--- src/arcpt_pkg.sv ---
// ----------------------------------------------------------------------------
// Arc point and tangent evaluator package
// Shared constants, pipeline stage types and the CORDIC arctangent table.
// ----------------------------------------------------------------------------
package arcpt_pkg;

    localparam int DIV_BITS     = 61;
    localparam int CORDIC_STEPS = 16;

    localparam logic [29:0]        RAD_TO_TURN = 30'd683565276;
    localparam logic signed [32:0] CORDIC_X0   = 33'sd652032874;

    typedef enum logic [2:0] {
        CFG_CENTER_X    = 3'd0,
        CFG_CENTER_Y    = 3'd1,
        CFG_RADIUS      = 3'd2,
        CFG_START_ANGLE = 3'd3,
        CFG_CLOCKWISE   = 3'd4
    } cfg_index_t;

    typedef struct packed {
        logic        valid;
        logic        neg;
        logic [30:0] rem;
        logic [60:0] num;
        logic [31:0] quo;
    } div_stage_t;

    typedef struct packed {
        logic               valid;
        logic [1:0]         k;
        logic signed [32:0] x;
        logic signed [32:0] y;
        logic signed [32:0] z;
    } cordic_stage_t;

    function automatic logic [29:0] atan_turn(input logic [4:0] i);
        logic [29:0] a;
        case (i)
            5'd0:  a = 30'd536870912;
            5'd1:  a = 30'd316933406;
            5'd2:  a = 30'd167458907;
            5'd3:  a = 30'd85004756;
            5'd4:  a = 30'd42667331;
            5'd5:  a = 30'd21354465;
            5'd6:  a = 30'd10679838;
            5'd7:  a = 30'd5340245;
            5'd8:  a = 30'd2670163;
            5'd9:  a = 30'd1335087;
            5'd10: a = 30'd667544;
            5'd11: a = 30'd333772;
            5'd12: a = 30'd166886;
            5'd13: a = 30'd83443;
            5'd14: a = 30'd41722;
            5'd15: a = 30'd20861;
            5'd16: a = 30'd10430;
            5'd17: a = 30'd5215;
            5'd18: a = 30'd2608;
            5'd19: a = 30'd1304;
            5'd20: a = 30'd652;
            5'd21: a = 30'd326;
            5'd22: a = 30'd163;
            5'd23: a = 30'd81;
            5'd24: a = 30'd41;
            5'd25: a = 30'd20;
            5'd26: a = 30'd10;
            5'd27: a = 30'd5;
            5'd28: a = 30'd3;
            5'd29: a = 30'd1;
            default: a = 30'd0;
        endcase
        return a;
    endfunction

endpackage

--- src/arcpt_div_cell.sv ---
// ----------------------------------------------------------------------------
// Divider cell
// One restoring division step: takes one numerator bit, yields one quotient bit.
// ----------------------------------------------------------------------------
module arcpt_div_cell (
    input  logic                 aclk,
    input  logic                 aresetn,
    input  logic                 en,
    input  logic [30:0]          radius,
    input  arcpt_pkg::div_stage_t d_in,
    output arcpt_pkg::div_stage_t d_out
);

    logic                  valid_reg;
    arcpt_pkg::div_stage_t data_reg;
    arcpt_pkg::div_stage_t data_next;
    logic [31:0]           trial;
    logic [32:0]           diff;
    logic                  fit;

    always_comb begin
        trial = {d_in.rem, d_in.num[60]};
        diff  = {1'b0, trial} - {2'b00, radius};
        fit   = ~diff[32];
        data_next       = d_in;
        data_next.rem   = fit ? diff[30:0] : trial[30:0];
        data_next.num   = {d_in.num[59:0], 1'b0};
        data_next.quo   = {d_in.quo[30:0], fit};
    end

    always_ff @(posedge aclk) begin
        if (!aresetn) begin
            valid_reg <= 1'b0;
        end else if (en) begin
            valid_reg <= d_in.valid;
        end
    end

    always_ff @(posedge aclk) begin
        if (en) begin
            data_reg <= data_next;
        end
    end

    always_comb begin
        d_out       = data_reg;
        d_out.valid = valid_reg;
    end

endmodule

--- config.mk ---
export PLATFORM = sky130hd
export DESIGN_NAME = arcpt_div_cell
export DESIGN_NICKNAME = d
export VERILOG_FILES = /design/src/arcpt_pkg.sv /design/src/arcpt_div_cell.sv
export SDC_FILE = /design/constraint.sdc
export NUM_CORES = 1
export LEC_CHECK = 0
export BUFFER_PORTS_ARGS = -buffer_cell sky130_fd_sc_hd__buf_4
export CAP_MARGIN = 20
export CELL_PAD_IN_SITES_DETAIL_PLACEMENT = 1
export CELL_PAD_IN_SITES_GLOBAL_PLACEMENT = 1
export CORE_ASPECT_RATIO = 1.1
export CORE_MARGIN = 2
export CORE_UTILIZATION = 35
export CTS_BUF_LIST = sky130_fd_sc_hd__clkbuf_2 sky130_fd_sc_hd__clkbuf_4 sky130_fd_sc_hd__clkbuf_8
export CTS_CLUSTER_SIZE = 30
export DETAILED_ROUTE_END_ITERATION = 6
export PLACE_DENSITY_LB_ADDON = 0.3
export SETUP_SLACK_MARGIN = 0.02
export SKIP_LAST_GASP = 1
export SYNTH_ARGS = -nofsm -noshare
export SYNTH_HDL_FRONTEND = slang
export SYNTH_SLANG_ARGS = --single-unit
--- constraint.sdc ---
create_clock -name aclk -period 5.7 [get_ports aclk]
set_input_delay 0 -clock aclk [delete_from_list [all_inputs] [get_ports aclk]]
set_output_delay 0 -clock aclk [all_outputs]
set_load 0.02 [all_outputs]
# [Yosys cells after proc, flatten, opt, wreduce, memory -nomap -nowiden]
# Cells that the tools add are included.
# Widths: inputs -> output; s select.
[word_totals] regBits=125 input_bits=160
[op_classes] n_addsub=1 n_mux=1 bitwise_logic=1
[op_table] op="$sub 32x31->33" n=1
[op_table] op="$mux 31" n=1
[op_table] op="$not 1->1" n=1

# [Logic depth before layout (Yosys ltp)]
# Gate-level depths: netlist of the first run.
[logic_depth] ltp_word=2 ltp_mapped=13 mapped_depth_nobuf=12

# [Worst setup path after synthesis of the first run]
# OpenSTA, ideal clock, no wires.
[synth_path] path_type="input to register" from="input port d_in[92] (netlist name)" to="register data_reg, in the netlist d_out[116] (data pin)" setup_time_ns=0.260 arrival_ns=2.395 required_time_ns=5.440 slack_ns=3.045 stages=12 n_path_buf=1 cell_sequence="inv_1 > ha_1 > fa_1 > nand2b_1 > a21o_1 > a211oi_2 > o211ai_2 > a21oi_4 > nand2_2 > a211oi_4 > buf_6 > mux2_2"
[synth_rtl] element="start: declaration" line="arcpt_div_cell.sv:10" rtl="input arcpt_pkg::div_stage_t d_in,"
[synth_rtl] element="end signal: assignment" line="arcpt_div_cell.sv:41" rtl="data_reg <= data_next;"
[synth_rtl] element="end: declaration" line="arcpt_div_cell.sv:15" rtl="arcpt_pkg::div_stage_t data_reg;"

==> results.yml, run 1 <==
cts:
  tritoncts: "yes"
  clkTransAtPathRegs_ns: 0.08
  root_buffer: "clkbuf_8"
  cts_buffers: 17
  clockBufferDepth: 2
  cts_sinks: 125
  cts_setup_buffers: 0
  clock_latency_ns: 0.43
  h-tree-depth: 4
  post_cts_resize_count: 0
layout:
  drive_gt1_share_pct: 38.7
  stdcell_count: 1064
  layout_common_cells: "buf_4 (286), dlygate4sd3_1 (126), edfxtp_1 (124), a21oi_1 (41), inv_1 (37)"
  fin_area_um2: 9850
  largest_register_ffs: 124
  num-fill-cells: 1640
  regArea_um2: 3740
  area_delta_synth_final_pct: 71.1
  final_common_cell: "buf_4"
  multi_input_area_um2: 1820
  nets: 1036
routing:
  drt_iter0_markers: 254
  firstDrtPassIters: 6
  antenna_left: 0
  wl_per_cell_um: 22.3
  drc: 0
  via_count: 5162
  viasPerCell: 4.85
  routed_wl_um: 23700
sta:
  setup_viol: 0
  rsz0062_at_grt: "false"
  fin_tns_setup_ns: 0
  worst_pin_slew_ns: 0.575
  period_needed_ns: 4.22
  max_freq_mhz: 237
  maxSlewViolCount: 0
  relSlewSlack_pct: 61.5
  worst_slack_ns: 1.48
  finalCritPeriodShare_pct: 74.0
  hold_viol: 0
  clock_skew_ns: 0
critical_path:
  cp_max_fo: 35
  regToRegSetupSlack_ns: 4.49
  rr_worst_depth: 3
  path_cells: "dlygate4sd3_1 > buf_4 > inv_1 > ha_1 > fa_1 > nand2b_1 > a21o_1 > a211oi_2 > o211ai_2 > a21oi_4 > nand2_2 > a211oi_4 > buf_4 > buf_4 > a21oi_1 > dlygate4sd3_1"
  path_delay_family: "buffers and inverters"
  reg2reg_from: "valid_reg"
  arrival_ns: 4.39
  r2r_end: "valid_reg"
  cp.required_ns: 5.87
  critPathLaunchType: "input pin"
  cp-end-kind: "register"
  criticalPathCategory: "input pin to register"
  worst_path_max_delay_cell: "dlygate4sd3_1"
  crit_buf_inv: 6
  cpPeakStageDelay_ns: 0.58
  crit_top_cell: "buf_4"
synthesis:
  syn_nets: 611
  post-synth-top-area-cell: "edfxtp_1"
  avgSynthCellArea_um2: 13.7
  yosysSeqAreaShare_pct: 65.0
  ys_ff_latch: 125
  ys_types: 52
  syn_inst: 419
  yosysWarnings: 0
  synth_edf_count: 124
  syn_area_um2: 5760
  synth_area_leaders: "edfxtp_1 (65%), ha_1 (6.7%), a21oi_1 (3.6%), inv_1 (2.4%), xnor2_1 (2.1%)"
  synth-main-ff-cell: "edfxtp_1"
  ys_async_sr_fraction_pct: 0
  synth.top_cell.area_share_pct: 64.7
grt:
  antenna_found_initial: 4
  grt_overflow: 0
  grt_max_degree: 89
  grt_pass1_vias: 5667
  grt_first_pass_wirelength_um: 35100
  gr-usage-all-layers_pct: 26.9
flow_run:
  drv_cap: 0
floorplan:
  dieArea_um2: 17500
  pin_count: 286
  core_um2: 16200
  die_y_um: 139
  initial_utilization_pct: 35.4
  row_count: 49
  fp.dieW_um: 126
pwr:
  powerDensity_nw_per_um2: 283
  irDropWorstVdd_mv: 0.146
  p_leak_nw: 4.37
hold_path:
  whs_endpoint: "d_out[116]"
  worstHoldStart: "en"
  hp-class: "input pin to register"
  min_path_cells: 1
place:
  port_buffers: 283
  dp_slack_ns: 2.07
  dp_hpwl_um: 15100
  placed_cell_area_um2: 8110
  gp_congestion: 0.773
  placed_cells: 902
status:
  outcome: "completed"
==> through the flow <==
stage / utilization [%] / hold slack, ns / total power [mW]
after detailed placement: 49.9 / 0.179 / 1.81
after global routing: 60.6 / 0.0838 / 2.90
after floorplan: - / 0.0989 / 1.50
after CTS: 60.4 / 0.0408 / 2.77
after global placement: 49.9 / 0.178 / 1.79
final: 60.6 / 0.0949 / 2.79
==> metal layers <==
metal  part of all wire, %  track usage [%]  wire length, µm
met1                    38             29.8             8950
met2                    52             47.6            12200
met3                   7.7             9.33             1820
met4                   2.9             9.89              677
met5                 0.042                0               10
==> worst reg2reg max path, cell delays in order, from the launching register on <==
cell           delay (ns)
dfxtp_1              0.36
mux2i_1              0.08
nor2b_1              0.13
dlygate4sd3_1        0.58
==> power by group <==
group	total (mW)	switching [mW]	internal, mW
combinational	0.730	0.383	0.347
clock	0.892	0.376	0.516
sequential	1.16	0.0398	1.12
total	2.79	0.799	1.99
==> final cells by class <==
type                       instances  area share [%]
inverter                          37            1.41
clock buffer                      22            2.88
timing repair buffer             413            34.9
tap                              204            2.59
sequential                       125            38.0
multi-input combinational        250            18.5
clock inverter                    10            1.66
antenna                            3          0.0762
==> how the worst max path moves through the flow <==
stage | slack (ns) | end | start | cells after the start
6_report | 1.48 | d_out[93] | d_in[92] | 16
4_1_cts | 1.47 | d_out[93] | d_in[92] | 16
2_1_floorplan | 3.04 | d_out[116] | d_in[92] | 12
5_1_grt | 1.28 | d_out[93] | d_in[92] | 16
3_3_place_gp | 2.16 | d_out[103] | radius[0] | 12
3_5_place_dp | 2.07 | d_out[104] | radius[0] | 12
==> what timing repair did <==
| action | CTS | global route |
|---|---|---|
| hold endpoints to repair | 124 | 0 |
| hold buffers | 126 | 0 |
| setup endpoints to repair | 0 | 0 |
==> synth_stat cells, types with 3 or more instances <==
master / count
nand2b_1: 3
nand3_1: 5
xnor2_1: 14
o21a_1: 4
and3_1: 6
nand2_1: 14
o21ai_1: 6
inv_1: 37
o21ai_0: 11
a21o_1: 13
a21oi_1: 41
nor2b_1: 4
ha_1: 31
edfxtp_1: 124
buf_4: 5
a211o_1: 3
mux2_1: 10
xor2_1: 14
nor3_1: 4
nor2_1: 30
==> logic make-up (layout without fill, tap and decap cells) <==
family / Yosys count / in the layout / share of synthesized area (%)
DFF: 125 / 125 / 65.0
AOI/OAI and AO/OA: 101 / 101 / 11.5
and+or+nand+nor: 75 / 75 / 6.17
buffers and inverters: 44 / 482 / 3.35
adders and majority gates: 32 / 32 / 7.08
xor gates and xnor gates: 28 / 28 / 4.26
muxes: 13 / 13 / 2.52
other: 1 / 4 / 0.0651
(Power assumes the default switching activity.)
==> inputs of run 2 (changes only) <==
--- a/config.mk
+++ b/config.mk
@@ -5,6 +5,7 @@
 export SDC_FILE = /design/constraint.sdc
 export NUM_CORES = 1
 export LEC_CHECK = 0
+export ABC_AREA = 1
 export BUFFER_PORTS_ARGS = -buffer_cell sky130_fd_sc_hd__buf_4
 export CAP_MARGIN = 20
 export CELL_PAD_IN_SITES_DETAIL_PLACEMENT = 1
==> constraint.sdc (replaced) <==
create_clock -name aclk -period 4.1 [get_ports aclk]
set_input_delay 0 -clock aclk [delete_from_list [all_inputs] [get_ports aclk]]
set_output_delay 0 -clock aclk [all_outputs]
set_load 0.02 [all_outputs]
==> results.yml, run 2 <==
routing:
  drc: 0
  viasPerCell: 4.66
  firstDrtPassIters: 4
  antenna_left: 0
  routed_wl_um: 29400
  drt_iter0_markers: 344
  wl_per_cell_um: 20.7
  via_count: 6605
layout:
  area_delta_synth_final_pct: 61.0
  largest_register_ffs: 124
  drive_gt1_share_pct: 27.9
  utilization_pct: 57.7
  nets: 1351
  layout_common_cells: "buf_4 (285), nand2_1 (282), inv_1 (143), dlygate4sd3_1 (125), edfxtp_1 (124)"
  fin_area_um2: 10600
  final_common_cell: "buf_4"
  stdcell_count: 1417
synthesis:
  avgSynthCellArea_um2: 8.94
  synth_common_cells: "nand2_1 (282), inv_1 (143), edfxtp_1 (124)"
  ys_ff_latch: 125
  yosysWarnings: 0
  post-synth-top-area-cell: "edfxtp_1"
  synth_area_leaders: "edfxtp_1 (56%), nand2_1 (16%), inv_1 (8.1%), ha_1 (5.9%), nand3_1 (3.1%)"
  synth.top_cell.area_share_pct: 56.4
  yosysSeqAreaShare_pct: 56.7
  syn_nets: 930
  syn_area_um2: 6600
  synth_edf_count: 124
  syn_inst: 738
  synth_most_common_cell: "nand2_1"
  synth-main-ff-cell: "edfxtp_1"
  ys_types: 28
  ys_async_sr_fraction_pct: 0
pwr:
  irDropWorstVdd_mv: 0.275
  powerDensity_nw_per_um2: 359
  power.total_mw: 3.82
  p_leak_nw: 5.35
grt:
  grt_overflow: 0
  grt_max_degree: 69
  grt_pass1_vias: 7037
  grt_first_pass_wirelength_um: 43200
  busiest_layer: "met2"
  antenna_found_initial: 2
  gr-usage-all-layers_pct: 29.6
  use_met1_pct: 35.1
  grtUsageMet3_pct: 8.16
  gr-usage-met2_pct: 49.9
cts:
  cts_setup_buffers: 0
  cts_sinks: 125
  clkTransAtPathRegs_ns: 0.08
  cts_buffers: 17
  tritoncts: "yes"
  h-tree-depth: 4
  clock_latency_ns: 0.45
  root_buffer: "clkbuf_8"
  clockBufferDepth: 2
critical_path:
  cpPeakStageDelay_ns: 0.57
  cp_max_fo: 35
  cp-end-kind: "register"
  crit_top_cell: "nand2_1"
  cp.required_ns: 4.28
  crit_buf_inv: 5
  regToRegSetupSlack_ns: 2.71
  arrival_ns: 3.16
  reg2reg_from: "valid_reg"
  r2r_end: "valid_reg"
  path_cells: "dlygate4sd3_1 > buf_4 > inv_1 > ha_1 > fa_1 > inv_1 > nand3_1 > nand3_2 > nand2_1 > nand2_2 > nand2_1 > nand2_2 > nand2_2 > nand2_4 > inv_2 > nand2_1 > nand2_1"
  critPathLaunchType: "input pin"
  rr_worst_depth: 3
  path_delay_family: "buffers and inverters"
  criticalPathCategory: "input pin to register"
  worst_path_max_delay_cell: "dlygate4sd3_1"
floorplan:
  core_um2: 18400
  die_y_um: 148
  dieArea_um2: 20000
  pin_count: 286
  row_count: 52
  initial_utilization_pct: 35.8
  fp.dieW_um: 135
sta:
  relSlewSlack_pct: 39.1
  max_freq_mhz: 336
  whs_ns: 0.177
  finalCritPeriodShare_pct: 72.5
  worst_slack_ns: 1.13
  maxSlewViolCount: 0
  rsz0062_at_grt: "false"
  period_needed_ns: 2.97
  setup_viol: 0
  clock_skew_ns: 0
  hold_viol: 0
  fin_tns_setup_ns: 0
  worst_pin_slew_ns: 0.913
place:
  port_buffers: 283
  placed_cells: 1258
  dp_hpwl_um: 18500
  dp_slack_ns: 1.37
  gp_congestion: 0.905
  placed_cell_area_um2: 8980
flow_run:
  drv_cap: 0
hold_path:
  worstHoldStart: "en"
  hp-class: "input pin to register"
  min_path_cells: 1
  whs_endpoint: "d_out[110]"
status:
  outcome: "completed"
run 2: changes by cell type after synthesis, sizes merged, moves of 6 or more:
| cell | before | now |
|---|---|---|
| nand2 | 15 | 286 |
| inv | 37 | 144 |
| nand3 | 5 | 42 |
| a21oi | 42 | 22 |
| a21o | 13 | 0 |
| nor2 | 30 | 43 |
| o21ai | 17 | 4 |
| xnor2 | 14 | 1 |
| mux2 | 12 | 0 |
| and3 | 6 | 0 |
run 2: how the worst max path moves through the flow:
| stage | from | endpoint | slack, ns | cells past startpoint |
|---|---|---|---|---|
| finish | d_in[92] | d_out[98] | 1.13 | 17 |
| global route | d_in[92] | d_out[98] | 0.97 | 17 |
| CTS | d_in[92] | d_out[122] | 1.26 | 17 |
| detailed placement | radius[0] | d_out[117] | 1.37 | 15 |
| global placement | radius[0] | d_out[123] | 1.43 | 15 |
| floorplan | d_in[92] | d_out[100] | 2.20 | 17 |
run 2: power by group:
group / internal, mW / switching (mW) / leakage, nW
sequential: 1.56 / 0.0548 / 1.22
clock: 0.546 / 0.578 / 0.188
combinational: 0.457 / 0.624 / 3.94
run 2: per-layer routing:
layer	up-vias	share of wire [%]
li1	3173	-
met1	3111	41
met2	253	48
met3	68	6.7
met4	0	4.3
met5	-	0
run 2: cell type report:
cell class	count	area [µm²]
Sequential cell	125	3740
Multi-Input combinational cell	461	2260
Fill cell	2136	7790
Clock buffer	18	241
Inverter	144	541
Antenna cell	2	5.00
Clock inverter	14	144
Tap cell	243	304
Timing Repair Buffer	410	3390
run 2: what timing repair did:
item,in CTS,in global routing
gates resized for setup,0,0
hold buffers,125,0
hold endpoints to repair,124,0
run 2: cells by family (layout without fill, tap and decap cells):
kind of cell | count (synthesis) | count (layout) | synth area share (%)
adders and majority gates | 32 | 32 | 6.18
AOI/OAI and AO/OA | 30 | 30 | 2.54
DFF | 125 | 125 | 56.7
buffers and inverters | 152 | 586 | 9.06
other | 1 | 3 | 0.0568
xor gates and xnor gates | 14 | 14 | 1.86
and+or+nand+nor | 384 | 384 | 23.6
